### src/hdl/lpr_pkg.sv
// Shared widths, register indexes, item types, saturation bounds and rounding constants for the LPC residual block.
package lpr_pkg;

  localparam int SampW   = 16;              // PCM sample width
  localparam int MidW    = SampW + 1;       // left + right sum, twice the mid value
  localparam int CoefW   = 20;              // signed Q3.16 coefficient
  localparam int ProdW   = CoefW + MidW;    // one tap product
  localparam int MaxTaps = 4;
  localparam int AccW    = ProdW + $clog2(MaxTaps);
  localparam int FracW   = 17;              // Q3.16 times the half carried by the sum
  localparam int PredW   = 16;
  localparam int ResW    = 17;
  localparam int CfgIdxW = 2;

  // Configuration register map
  typedef enum logic [CfgIdxW-1:0] {
    REG_COEF_1,
    REG_COEF_2,
    REG_COEF_3,
    REG_COEF_4
  } reg_idx_e;

  // Saturation bounds and rounding offset in accumulator units
  localparam logic signed [AccW-1:0] AccHi     = AccW'(longint'(32767) << FracW);
  localparam logic signed [AccW-1:0] AccLo     = AccW'(-(longint'(32768) << FracW));
  localparam logic signed [AccW-1:0] RoundHalf = AccW'(longint'(1) << (FracW - 1));

  localparam logic signed [PredW-1:0] PredMax = 16'sh7FFF;
  localparam logic signed [PredW-1:0] PredMin = 16'sh8000;

  // Register write as seen by every cell
  typedef struct packed {
    logic                     we;
    logic [CfgIdxW-1:0]       idx;
    logic signed [CoefW-1:0]  data;
  } cfg_wr_t;

  // Per-request side data that travels down the cell chain with the partial sum
  typedef struct packed {
    logic                     valid;
    logic                     warm;       // still in warm-up, use warm_pred
    logic signed [PredW-1:0]  warm_pred;  // mid value rounded half up
    logic signed [MidW-1:0]   tmid;       // mid value truncated toward zero
  } item_ctl_t;

endpackage

### src/hdl/lpr_in_if.sv
// Input channel: one stereo sample pair and a restart flag per request.
interface lpr_in_if;
  logic                             valid;
  logic                             ready;
  logic signed [lpr_pkg::SampW-1:0] left_sample;
  logic signed [lpr_pkg::SampW-1:0] right_sample;
  logic                             restart;

  modport source (output valid, left_sample, right_sample, restart, input ready);
  modport sink   (input valid, left_sample, right_sample, restart, output ready);
endinterface

### src/hdl/lpr_out_if.sv
// Output channel: residual, prediction and saturation flag per request.
interface lpr_out_if;
  logic                             valid;
  logic                             ready;
  logic signed [lpr_pkg::ResW-1:0]  residual;
  logic signed [lpr_pkg::PredW-1:0] prediction;
  logic                             clipped;

  modport source (output valid, residual, prediction, clipped, input ready);
  modport sink   (input valid, residual, prediction, clipped, output ready);
endinterface

### src/hdl/lpr_cell.sv
// One tap cell: history entry, coefficient, skew line, multiplier and partial-sum adder.
module lpr_cell #(
  parameter int CellIdx = 1
) (
  input  logic                             clk_i,
  input  logic                             rst_ni,
  input  lpr_pkg::cfg_wr_t                 cfg_i,
  input  logic                             adv_i,
  input  logic                             push_i,
  input  logic                             clear_i,
  input  logic signed [lpr_pkg::MidW-1:0]  tap_i,
  output logic signed [lpr_pkg::MidW-1:0]  tap_o,
  input  logic signed [lpr_pkg::AccW-1:0]  part_i,
  output logic signed [lpr_pkg::AccW-1:0]  part_o,
  input  lpr_pkg::item_ctl_t               ctl_i,
  output lpr_pkg::item_ctl_t               ctl_o
);
  import lpr_pkg::*;

  localparam logic [CfgIdxW-1:0] RegIdx = CfgIdxW'(int'(REG_COEF_1) + CellIdx - 1);

  logic signed [CoefW-1:0] coef_q;
  logic signed [MidW-1:0]  hist_q;
  logic signed [MidW-1:0]  mul_in;
  logic signed [ProdW-1:0] prod_d, prod_q;
  logic signed [AccW-1:0]  part_d, part_q;
  item_ctl_t               ctl_q;

  // Hold this tap's coefficient
  always_ff @(posedge clk_i or negedge rst_ni) begin
    if (!rst_ni) begin
      coef_q <= '0;
    end else if (cfg_i.we && cfg_i.idx == RegIdx) begin
      coef_q <= cfg_i.data;
    end
  end

  // Shift history on each accepted request; restart zeroes the value seen by this request
  assign tap_o = clear_i ? '0 : hist_q;

  always_ff @(posedge clk_i or negedge rst_ni) begin
    if (!rst_ni) begin
      hist_q <= '0;
    end else if (push_i) begin
      hist_q <= tap_i;
    end
  end

  // Delay the tap value so its product meets the partial sum of the same request
  if (CellIdx == 1) begin : g_noskew
    assign mul_in = tap_o;
  end else begin : g_skew
    logic signed [MidW-1:0] skew_q [CellIdx-1];

    always_ff @(posedge clk_i) begin
      if (adv_i) begin
        skew_q[0] <= tap_o;
        for (int i = 1; i < CellIdx - 1; i++) begin
          skew_q[i] <= skew_q[i-1];
        end
      end
    end

    assign mul_in = skew_q[CellIdx-2];
  end

  // Multiply, then add to the neighbor's partial sum one stage later
  assign prod_d = ProdW'(coef_q) * ProdW'(mul_in);
  assign part_d = part_i + AccW'(prod_q);

  always_ff @(posedge clk_i) begin
    if (adv_i) begin
      prod_q <= prod_d;
      part_q <= part_d;
    end
  end

  always_ff @(posedge clk_i or negedge rst_ni) begin
    if (!rst_ni) begin
      ctl_q <= '0;
    end else if (adv_i) begin
      ctl_q <= ctl_i;
    end
  end

  assign part_o = part_q;
  assign ctl_o  = ctl_q;

endmodule

### src/hdl/lpr_out.sv
// Output stage: take the warm-up prediction or saturate and round the sum, form the residual, hold the result.
module lpr_out (
  input  logic                             clk_i,
  input  logic                             rst_ni,
  input  logic signed [lpr_pkg::AccW-1:0]  part_i,
  input  lpr_pkg::item_ctl_t               ctl_i,
  output logic                             adv_o,
  lpr_out_if.source                        res_o
);
  import lpr_pkg::*;

  logic signed [AccW-1:0]  rnd;
  logic signed [PredW-1:0] pred_d;
  logic                    clip_d;
  logic signed [ResW:0]    diff;

  logic                    vld_q;
  logic signed [PredW-1:0] pred_q;
  logic                    clip_q;
  logic signed [ResW-1:0]  res_q;

  // Saturate on the exact accumulator, otherwise round half up
  assign rnd = part_i + RoundHalf;

  always_comb begin
    pred_d = rnd[FracW+PredW-1:FracW];
    clip_d = 1'b0;
    if (ctl_i.warm) begin
      pred_d = ctl_i.warm_pred;
    end else if (part_i > AccHi) begin
      pred_d = PredMax;
      clip_d = 1'b1;
    end else if (part_i < AccLo) begin
      pred_d = PredMin;
      clip_d = 1'b1;
    end
  end

  assign diff = (ResW+1)'(ctl_i.tmid) - (ResW+1)'(pred_d);

  // Advance whenever the output register is empty or being drained
  assign adv_o = !vld_q || res_o.ready;

  always_ff @(posedge clk_i or negedge rst_ni) begin
    if (!rst_ni) begin
      vld_q <= 1'b0;
    end else if (adv_o) begin
      vld_q <= ctl_i.valid;
    end
  end

  always_ff @(posedge clk_i) begin
    if (adv_o && ctl_i.valid) begin
      pred_q <= pred_d;
      clip_q <= clip_d;
      res_q  <= diff[ResW-1:0];
    end
  end

  assign res_o.valid      = vld_q;
  assign res_o.prediction = pred_q;
  assign res_o.clipped    = clip_q;
  assign res_o.residual   = res_q;

  // A saturated prediction sits on one of the two bounds
  a_clip_bound: assert property (@(posedge clk_i) disable iff (!rst_ni)
    res_o.valid && res_o.clipped |-> res_o.prediction == PredMax ||
                                     res_o.prediction == PredMin)
    else $error("clipped prediction is not a bound");

  // Warm-up requests never report saturation
  a_warm_noclip: assert property (@(posedge clk_i) disable iff (!rst_ni)
    adv_o && ctl_i.valid && ctl_i.warm |=> !res_o.clipped)
    else $error("warm-up request reported as clipped");

endmodule

### src/hdl/linear_prediction_residual.sv
// Top level of the linear-prediction residual block over the stereo mid value.
//
// Each request carries one left/right sample pair; the block predicts the mid value from the
// ORDER previous mid values with signed Q3.16 coefficients (registers 0..3, 65536 = 1.0),
// saturates and rounds the prediction, and returns it with the residual and a clip flag.
// A new pair is taken every clock cycle unless a result waits at the output; each result
// passes the first cell's product register, the partial-sum registers of the ORDER cells
// and the output register. The first ORDER pairs after reset or restart predict the mid
// value itself. Write coefficients only with no request in flight; the block does not enforce it.
module linear_prediction_residual #(
  parameter int ORDER = 3  // number of taps, 1 to 4
) (
  input  logic                               clk_i,
  input  logic                               rst_ni,
  input  logic                               cfg_we_i,
  input  logic [lpr_pkg::CfgIdxW-1:0]        cfg_idx_i,
  input  logic signed [lpr_pkg::CoefW-1:0]   cfg_data_i,
  lpr_in_if.sink                             src_i,
  lpr_out_if.source                          res_o
);
  import lpr_pkg::*;

  localparam int CntW = $clog2(ORDER + 1);

  cfg_wr_t                 cfg_wr;
  logic                    adv;
  logic                    push;
  logic signed [MidW-1:0]  s_sum;
  logic signed [MidW:0]    s_ext, s_up, s_trunc;
  logic [CntW-1:0]         cnt_q, cnt_eff;
  logic                    warm;
  item_ctl_t               ctl_s0_q;

  logic signed [MidW-1:0]  tap  [ORDER];
  logic signed [AccW-1:0]  part [ORDER+1];
  item_ctl_t               ctl  [ORDER+1];

  assign cfg_wr = '{we: cfg_we_i, idx: cfg_idx_i, data: cfg_data_i};

  // Accept a request whenever the chain advances
  assign src_i.ready = adv;
  assign push        = src_i.valid && adv;

  // Form the sum, the rounded mid and the truncated mid
  assign s_sum   = MidW'(src_i.left_sample) + MidW'(src_i.right_sample);
  assign s_ext   = (MidW+1)'(s_sum);
  assign s_up    = s_ext + (MidW+1)'(1);
  assign s_trunc = s_ext + {{MidW{1'b0}}, s_sum[MidW-1]};

  // Count warm-up samples since restart, saturating at ORDER
  assign cnt_eff = src_i.restart ? '0 : cnt_q;
  assign warm    = cnt_eff < CntW'(ORDER);

  always_ff @(posedge clk_i or negedge rst_ni) begin
    if (!rst_ni) begin
      cnt_q <= '0;
    end else if (push) begin
      cnt_q <= warm ? cnt_eff + CntW'(1) : cnt_eff;
    end
  end

  // Register side data so it meets the first cell's product
  always_ff @(posedge clk_i or negedge rst_ni) begin
    if (!rst_ni) begin
      ctl_s0_q <= '0;
    end else if (adv) begin
      ctl_s0_q <= '{valid: push, warm: warm, warm_pred: s_up[PredW:1],
                    tmid: s_trunc[MidW:1]};
    end
  end

  assign tap[0]  = s_sum;
  assign part[0] = '0;
  assign ctl[0]  = ctl_s0_q;

  // Row of tap cells: history shifts one way, partial sums the same way
  for (genvar g = 0; g < ORDER; g++) begin : g_cell
    if (g == ORDER - 1) begin : g_last
      lpr_cell #(.CellIdx(g + 1)) u_cell (
        .clk_i   (clk_i),
        .rst_ni  (rst_ni),
        .cfg_i   (cfg_wr),
        .adv_i   (adv),
        .push_i  (push),
        .clear_i (src_i.restart),
        .tap_i   (tap[g]),
        .tap_o   (),
        .part_i  (part[g]),
        .part_o  (part[g+1]),
        .ctl_i   (ctl[g]),
        .ctl_o   (ctl[g+1])
      );
    end else begin : g_mid
      lpr_cell #(.CellIdx(g + 1)) u_cell (
        .clk_i   (clk_i),
        .rst_ni  (rst_ni),
        .cfg_i   (cfg_wr),
        .adv_i   (adv),
        .push_i  (push),
        .clear_i (src_i.restart),
        .tap_i   (tap[g]),
        .tap_o   (tap[g+1]),
        .part_i  (part[g]),
        .part_o  (part[g+1]),
        .ctl_i   (ctl[g]),
        .ctl_o   (ctl[g+1])
      );
    end
  end

  lpr_out u_out (
    .clk_i  (clk_i),
    .rst_ni (rst_ni),
    .part_i (part[ORDER]),
    .ctl_i  (ctl[ORDER]),
    .adv_o  (adv),
    .res_o  (res_o)
  );

  // Restart leaves exactly one sample counted
  a_restart_cnt: assert property (@(posedge clk_i) disable iff (!rst_ni)
    push && src_i.restart |=> cnt_q == CntW'(1))
    else $error("warm-up count wrong after restart");

  // Warm-up count never passes the tap count
  a_cnt_range: assert property (@(posedge clk_i) disable iff (!rst_ni)
    cnt_q <= CntW'(ORDER))
    else $error("warm-up count above order");

  // Input is held off only by a result waiting at the output
  a_stall_cause: assert property (@(posedge clk_i) disable iff (!rst_ni)
    !src_i.ready |-> res_o.valid && !res_o.ready)
    else $error("input stalled without a waiting result");

endmodule

### src/flat_wrapper.sv
// flat-port wrapper written by rule: the top's interface ports become plain ports
module linear_prediction_residual_flat import lpr_pkg::*;
#(
  parameter int ORDER = 3                           
)
  (clk_i, rst_ni, cfg_we_i, cfg_idx_i, cfg_data_i, src_i_valid, src_i_left_sample, src_i_right_sample, src_i_restart, src_i_ready, res_o_valid, res_o_residual, res_o_prediction, res_o_clipped, res_o_ready);
  lpr_in_if src_i_i ();
  lpr_out_if res_o_i ();
  input  logic clk_i;
  input  logic rst_ni;
  input  logic cfg_we_i;
  input  logic [lpr_pkg::CfgIdxW-1:0] cfg_idx_i;
  input  logic signed [lpr_pkg::CoefW-1:0] cfg_data_i;
  input wire logic [$bits(src_i_i.valid)-1:0] src_i_valid;
  input wire logic [$bits(src_i_i.left_sample)-1:0] src_i_left_sample;
  input wire logic [$bits(src_i_i.right_sample)-1:0] src_i_right_sample;
  input wire logic [$bits(src_i_i.restart)-1:0] src_i_restart;
  output wire logic [$bits(src_i_i.ready)-1:0] src_i_ready;
  output wire logic [$bits(res_o_i.valid)-1:0] res_o_valid;
  output wire logic [$bits(res_o_i.residual)-1:0] res_o_residual;
  output wire logic [$bits(res_o_i.prediction)-1:0] res_o_prediction;
  output wire logic [$bits(res_o_i.clipped)-1:0] res_o_clipped;
  input wire logic [$bits(res_o_i.ready)-1:0] res_o_ready;
  assign src_i_i.valid = src_i_valid;
  assign src_i_i.left_sample = src_i_left_sample;
  assign src_i_i.right_sample = src_i_right_sample;
  assign src_i_i.restart = src_i_restart;
  assign src_i_ready = src_i_i.ready;
  assign res_o_valid = res_o_i.valid;
  assign res_o_residual = res_o_i.residual;
  assign res_o_prediction = res_o_i.prediction;
  assign res_o_clipped = res_o_i.clipped;
  assign res_o_i.ready = res_o_ready;
  linear_prediction_residual #(.ORDER(ORDER)) u_core (.clk_i(clk_i), .rst_ni(rst_ni), .cfg_we_i(cfg_we_i), .cfg_idx_i(cfg_idx_i), .cfg_data_i(cfg_data_i), .src_i(src_i_i), .res_o(res_o_i));
endmodule
### config.mk
export PLATFORM = sky130hd
export DESIGN_NAME = linear_prediction_residual_flat
export DESIGN_NICKNAME = d
export VERILOG_FILES = /design/src/hdl/lpr_pkg.sv /design/src/hdl/lpr_in_if.sv /design/src/hdl/lpr_out_if.sv /design/src/hdl/lpr_cell.sv /design/src/hdl/lpr_out.sv /design/src/hdl/linear_prediction_residual.sv /design/src/flat_wrapper.sv
export SDC_FILE = /design/constraint.sdc
export NUM_CORES = 2
export LEC_CHECK = 0
export BUFFER_PORTS_ARGS = -buffer_cell sky130_fd_sc_hd__buf_2
export CELL_PAD_IN_SITES_DETAIL_PLACEMENT = 0
export CELL_PAD_IN_SITES_GLOBAL_PLACEMENT = 1
export CORE_MARGIN = 4
export CORE_UTILIZATION = 25
export CTS_CLUSTER_SIZE = 25
export DETAILED_ROUTE_END_ITERATION = 10
export PLACE_DENSITY_LB_ADDON = 0.1
export SLEW_MARGIN = 20
export SYNTH_ARGS = -nofsm -noshare
export SYNTH_HDL_FRONTEND = slang
export SYNTH_SLANG_ARGS = --single-unit
### constraint.sdc
create_clock -name clk_i -period 11.6 [get_ports clk_i]
set_clock_uncertainty 0.2 [all_clocks]
set_input_delay 0.58 -clock clk_i [delete_from_list [all_inputs] [get_ports clk_i]]
set_output_delay 0.58 -clock clk_i [all_outputs]
set_load 0.1 [all_outputs]
# [Word level (Yosys, flattened, before mapping)]
# Memories as Yosys holds them, arrays and structs flattened.
# Index checks and enable logic that the tools add are counted.
[word_totals] latch_bits=0 mem_count=2 out_inout_bits=36 reg_bits=514 rom_bits=0 ramBits=51 elab_cells=71 in_bits=60
[op_classes] n_mul=3 order_cmp=3 div=0 shift=0 bitwise=0 n_addsub=8 n_mux=12 eq_ne=2 reduce_logical=8
[memory_table] name="u_core.g_cell[2].g_last.u_cell.g_skew.skew_q" words=2 width=17 rd=2 rd_ports_with_merged_regs=0 wr=2 line_no="lpr_cell.sv:53" rtl="logic signed [MidW-1:0] skew_q [CellIdx-1];"
[memory_table] name="u_core.g_cell[1].g_mid.u_cell.g_skew.skew_q" words=1 width=17 rd=1 rd_ports_with_merged_regs=0 wr=1 line_no="lpr_cell.sv:53"
[op_table] cell="$mul 20x17->37" n=3
[op_table] cell="$mux 17" n=3
[op_table] cell="$mux 16" n=3
[op_table] cell="$add 39x37->39" n=1
[op_table] cell="$gt 39x33->1 const B" n=1
[op_table] cell="$lt 39x33->1 const B" n=1
[op_table] cell="$add 37x37->38" n=1
[op_table] cell="$add 33x18->33 const B" n=1
[op_table] cell="$add 17x2->18" n=1
[op_table] cell="$add 16x16->17" n=1
[op_table] cell="$add 17x2->17 const B" n=1
[op_table] cell="$sub 17x16->17" n=1
[op_table] cell="$logic_and 1x1->1" n=5
[op_table] cell="$mux 1" n=4
[op_table] cell="$mux 2" n=2
[op_table] cell="$add 2x1->2 const B" n=1
[op_table] cell="$eq 2x1->1 const B" n=1
[op_table] cell="$eq 2x2->1 const B" n=1
[op_table] cell="$logic_not 2->1" n=1
[op_table] cell="$lt 2x2->1 const B" n=1
[op_table] cell="$logic_not 1->1" n=1
[op_table] cell="$logic_or 1x1->1" n=1

# [Depth between registers and ports, before layout]
[logic_depth] depth_word=5 mapped_depth=25

# [Hierarchy]
# From an unflattened synthesis, not the netlist that was laid out.
[hier_totals] hier_cells=6447 area_unflattened_um2=66062.1
[modules_own_cells] mod="lpr_cell (u_core.g_cell[2].g_last.u_cell)" seq_area_each_um2=5104.9 n_inst=1 cells_each=1919 area_per_inst_um2=20392.1
[modules_own_cells] mod="lpr_cell (u_core.g_cell[1].g_mid.u_cell)" seq_area_each_um2=4594.4 n_inst=1 cells_each=1928 area_per_inst_um2=20050.5
[modules_own_cells] mod="lpr_cell (u_core.g_cell[0].g_mid.u_cell)" seq_area_each_um2=4083.9 n_inst=1 cells_each=2006 area_per_inst_um2=20006.7
[modules_own_cells] mod="linear_prediction_residual" seq_area_each_um2=925.9 n_inst=1 cells_each=319 area_per_inst_um2=2920.3
[modules_own_cells] mod="lpr_out" seq_area_each_um2=1046.0 n_inst=1 cells_each=275 area_per_inst_um2=2692.6

# [Worst setup path after synthesis]
# No wires, ideal clock.
[synth_path] path_kind="register to register" from="register u_core.u_out.vld_q, in the netlist u_core.u_out.res_o.valid" to="register u_core.g_cell[0].g_mid.u_cell.part_q[0], enable pin" setup_time_ns=0.791 required_ns=10.609 setup_slack_ns=0.777 arrival_ns=9.832 n_path_buf=3 path_stages_with_launch=6 cell_sequence="dfrtp_1 > nor2b_1 > clkbuf_1 > inv_1 > buf_6 > clkbuf_1"
[synth_between] elab_chain_len=2
[synth_lines] element="start: declaration" line_no="lpr_out.sv:17" rtl="logic vld_q;"
[synth_lines] element="start signal: assignment" line_no="lpr_out.sv:48" rtl="vld_q <= ctl_i.valid;"
[synth_lines] element="$logic_not 1->1" line_no="lpr_out.sv:42" rtl="assign adv_o = !vld_q || res_o.ready;"
[synth_lines] element="$logic_or 1x1->1" line_no="lpr_out.sv:42"
[synth_lines] element="named net src_i_ready" line_no="flat_wrapper.sv:18" rtl="output wire logic [$bits(src_i_i.ready)-1:0] src_i_ready;"
[synth_lines] element="end signal: assignment" line_no="lpr_cell.sv:74" rtl="part_q <= part_d;"
[synth_lines] element="end: declaration" line_no="lpr_cell.sv:26" rtl="logic signed [AccW-1:0] part_d, part_q;"
# The timed path passes the listed nets, and every way through them passes these cells.
# A chain may end at the register's enable or synchronous reset.

==> impl_metrics.yaml <==
die:
  io-pin-count: 96
  fp.dieH_um: 510
  dieWidth_um: 510
  start_util: 0.251
  core_area_mm2: 0.251
  dieArea_mm2: 0.260
  num_rows: 184
timing:
  finalHoldViolCount: 0
  max_freq_mhz: 129
  finalCritPeriodShare: 0.668
  rsz0062_at_grt: "false"
  fin_setup_tns_ns: 0
  worstMarginPinSlew_ns: 1.17
  final-setup-viol-count: 0
  slew_viol_final: 0
  fin_hold_ws_ns: 0.0541
  min_period_ns: 7.74
  maxSlewHeadroom: 0.220
final_layout:
  design.final.nets: 7771
  area_delta_synth_final_pct: 11.2
  seq_area_mm2: 0.0157
  postLayoutCellArea_mm2: 0.0701
  drive_gt1_frac: 0.0763
  multiInputGateArea_mm2: 0.0422
  fillCellCount: 26500
clocking:
  cts_tree: "yes"
  ctsResizeCount: 0
  root_buffer: "clkbuf_16"
  postCtsHoldBufs: 2
  cts_setup_buffers: 0
  clkTransAtPathRegs_ns: 0.06
  cts_buffers: 71
  htree_levels: 3
  cts.sinks: 564
  clk_path_buf_depth: 3
  clk_latency_ns: 0.68
setup_path:
  worstPathRequired_ns: 11.77
  ff2ff_path_depth: 21
  cp-end-kind: "flip-flop"
  cp_max_fo: 20
  reg2reg_slack_ns: 3.86
  worstPathArrival_ns: 7.91
  worstReg2RegEnd: "u_core.g_cell[2].g_last.u_cell.prod_q[35]"
  critical_path_class: "reg2reg"
  crit_path_start_kind: "flip-flop"
placed_design:
  port_buffers: 95
  dpl.hpwl_um: 156000
  gp_congestion: 0.777
  postPlaceCellArea_mm2: 0.0676
routing:
  vias_per_cell: 4.32
  firstDrtPassIters: 5
  wirelength_um: 196000
  drc: 0
  antenna_left: 0
  routedWlPerCell_um: 20.2
  initialDrtViolationCount: 1912
  vias: 41900
min_path:
  hold_start: "cfg_data_i[7]"
  worstHoldPathCells: 2
  hp-class: "in2reg"
  min_to: "u_core.g_cell[1].g_mid.u_cell.coef_q[7]"
global_routing:
  track_usage: 0.155
  grt_pass1_vias: 47100
  grt_max_degree: 131
  grt_pass1_wl_um: 305000
  overflow: 0
  antenna_found_initial: 22
synth:
  synth_area_leaders: "fa_1, edfxtp_1, dfrtp_1, ha_1, inv_1"
  ys_top_cells_by_count: "inv_1, fa_1, nand2_1"
  synth_seq_cells: 564
  avgSynthCellArea_um2: 10.0
  yosysSeqAreaShare: 0.248
  synth_edf_count: 310
  yosysMostFrequentCell: "inv_1"
  syn-instance-count: 6278
  synth_area_leader_cell: "fa_1"
  synthArstFlopShare: 0.450
  yosysTopAreaCellShare: 0.326
  synth_area_mm2: 0.0631
  ys_types: 100
  synth-main-ff-cell: "edfxtp_1"
  syn-num-nets: 7749
  ys_warn_count: 0
flow_run:
  max_cap_viol_count: 0
status:
  status: "finished, final reports clean"
-- per-stage QoR --
step,std cells,setup slack (ns),utilization
floorplan,6278,0.777,-
global placement,9571,3.11,0.269
detailed placement,9573,3.06,0.269
CTS,9705,3.71,0.279
global route,9706,3.39,0.279
finish,9708,3.86,0.279
-- placed cells by master, fill, tap and decap left out, drive strengths merged, types with 42 or more instances in the layout --
cell type	count
buf	186
ha	384
mux2	105
a21oi	164
o21a	42
o21ai	136
inv	1155
nand2	948
clkbuf	95
nand3	58
xnor2	167
nor3	46
and2	469
dfrtp	254
nor2b	72
fa	1027
a21o	73
nor2	202
edfxtp	310
xor2	66
-- logic make-up (layout without fill, tap and decap cells) --
kind of cell    count (synthesis)  after routing  share of synthesized area
flops                         564            564                      0.248
buf+inv                      1388           1467                     0.0835
fa+ha+maj                    1411           1411                      0.402
other cells                     0              3                          0
xor+xnor                      233            233                     0.0326
mux                           110            110                     0.0195
compound gates                626            626                     0.0661
simple gates                 1946           1946                      0.148
-- sequential cells by signal (all words and copies together), names as in the netlist, 20 cells and up --
name                                       count
u_core.g_cell.g_mid.u_cell.part_o             75
u_core.g_cell.g_mid.u_cell.prod_q             74
u_core.g_cell.g_mid.u_cell.ctl_o              70
u_core.g_cell.g_mid.u_cell.coef_q             40
u_core.g_cell.g_last.u_cell.part_o            39
u_core.g_cell.g_last.u_cell.prod_q            37
u_core.ctl                                    35
u_core.g_cell.g_last.u_cell.ctl_o             35
u_core.g_cell.g_mid.u_cell.hist_q             34
u_core.g_cell.g_last.u_cell.g_skew.skew_q     34
u_core.g_cell.g_last.u_cell.coef_q            20
-- layout make-up --
type                            count  area share
Sequential cell                   564       0.223
Antenna cell                        3    0.000107
Tap cell                         3348      0.0597
Clock inverter                     35     0.00739
Timing Repair Buffer              188      0.0173
Multi-Input combinational cell   4326       0.602
Inverter                         1149      0.0616
Clock buffer                       95      0.0287
-- worst max-delay path, stage by stage (launching register included) --
cell and delay, ns:
edfxtp_1 1.09, and2_1 0.27, fa_1 0.42, inv_1 0.08
fa_1 0.44, fa_1 0.51, fa_1 0.56, inv_1 0.06
fa_1 0.50, inv_1 0.06, fa_1 0.48, inv_1 0.05
ha_1 0.24, or3_1 0.36, o2111ai_1 0.19, nor2_1 0.07
a221o_1 0.44, a41oi_2 0.27, o21ai_1 0.16, a221o_1 0.41
a31oi_1 0.22, xnor2_1 0.32
-- worst max path at each step --
stage,end,cells past startpoint,startpoint
2_1_floorplan,u_core.g_cell[0].g_mid.u_cell.part_o[0],5,u_core.u_out.res_o.valid
3_3_place_gp,u_core.g_cell[0].g_mid.u_cell.prod_q[36],23,src_i_restart
3_5_place_dp,u_core.g_cell[0].g_mid.u_cell.prod_q[36],23,src_i_restart
4_1_cts,u_core.g_cell[1].g_mid.u_cell.prod_q[26],19,u_core.g_cell[1].g_mid.u_cell.g_skew.skew_q[0][16]
5_1_grt,u_core.g_cell[1].g_mid.u_cell.prod_q[35],20,u_core.g_cell[1].g_mid.u_cell.g_skew.skew_q[0][16]
6_report,u_core.g_cell[2].g_last.u_cell.prod_q[35],21,flip-flop
-- metal layers --
layer	wire [um]	track usage
met5	131	0
met1	91800	0.212
met2	95000	0.265
met4	4530	0.0356
met3	5070	0.0159
Power is not shown: default switching activity piles up to over one toggle a cycle in this logic, so the estimate is an artifact.
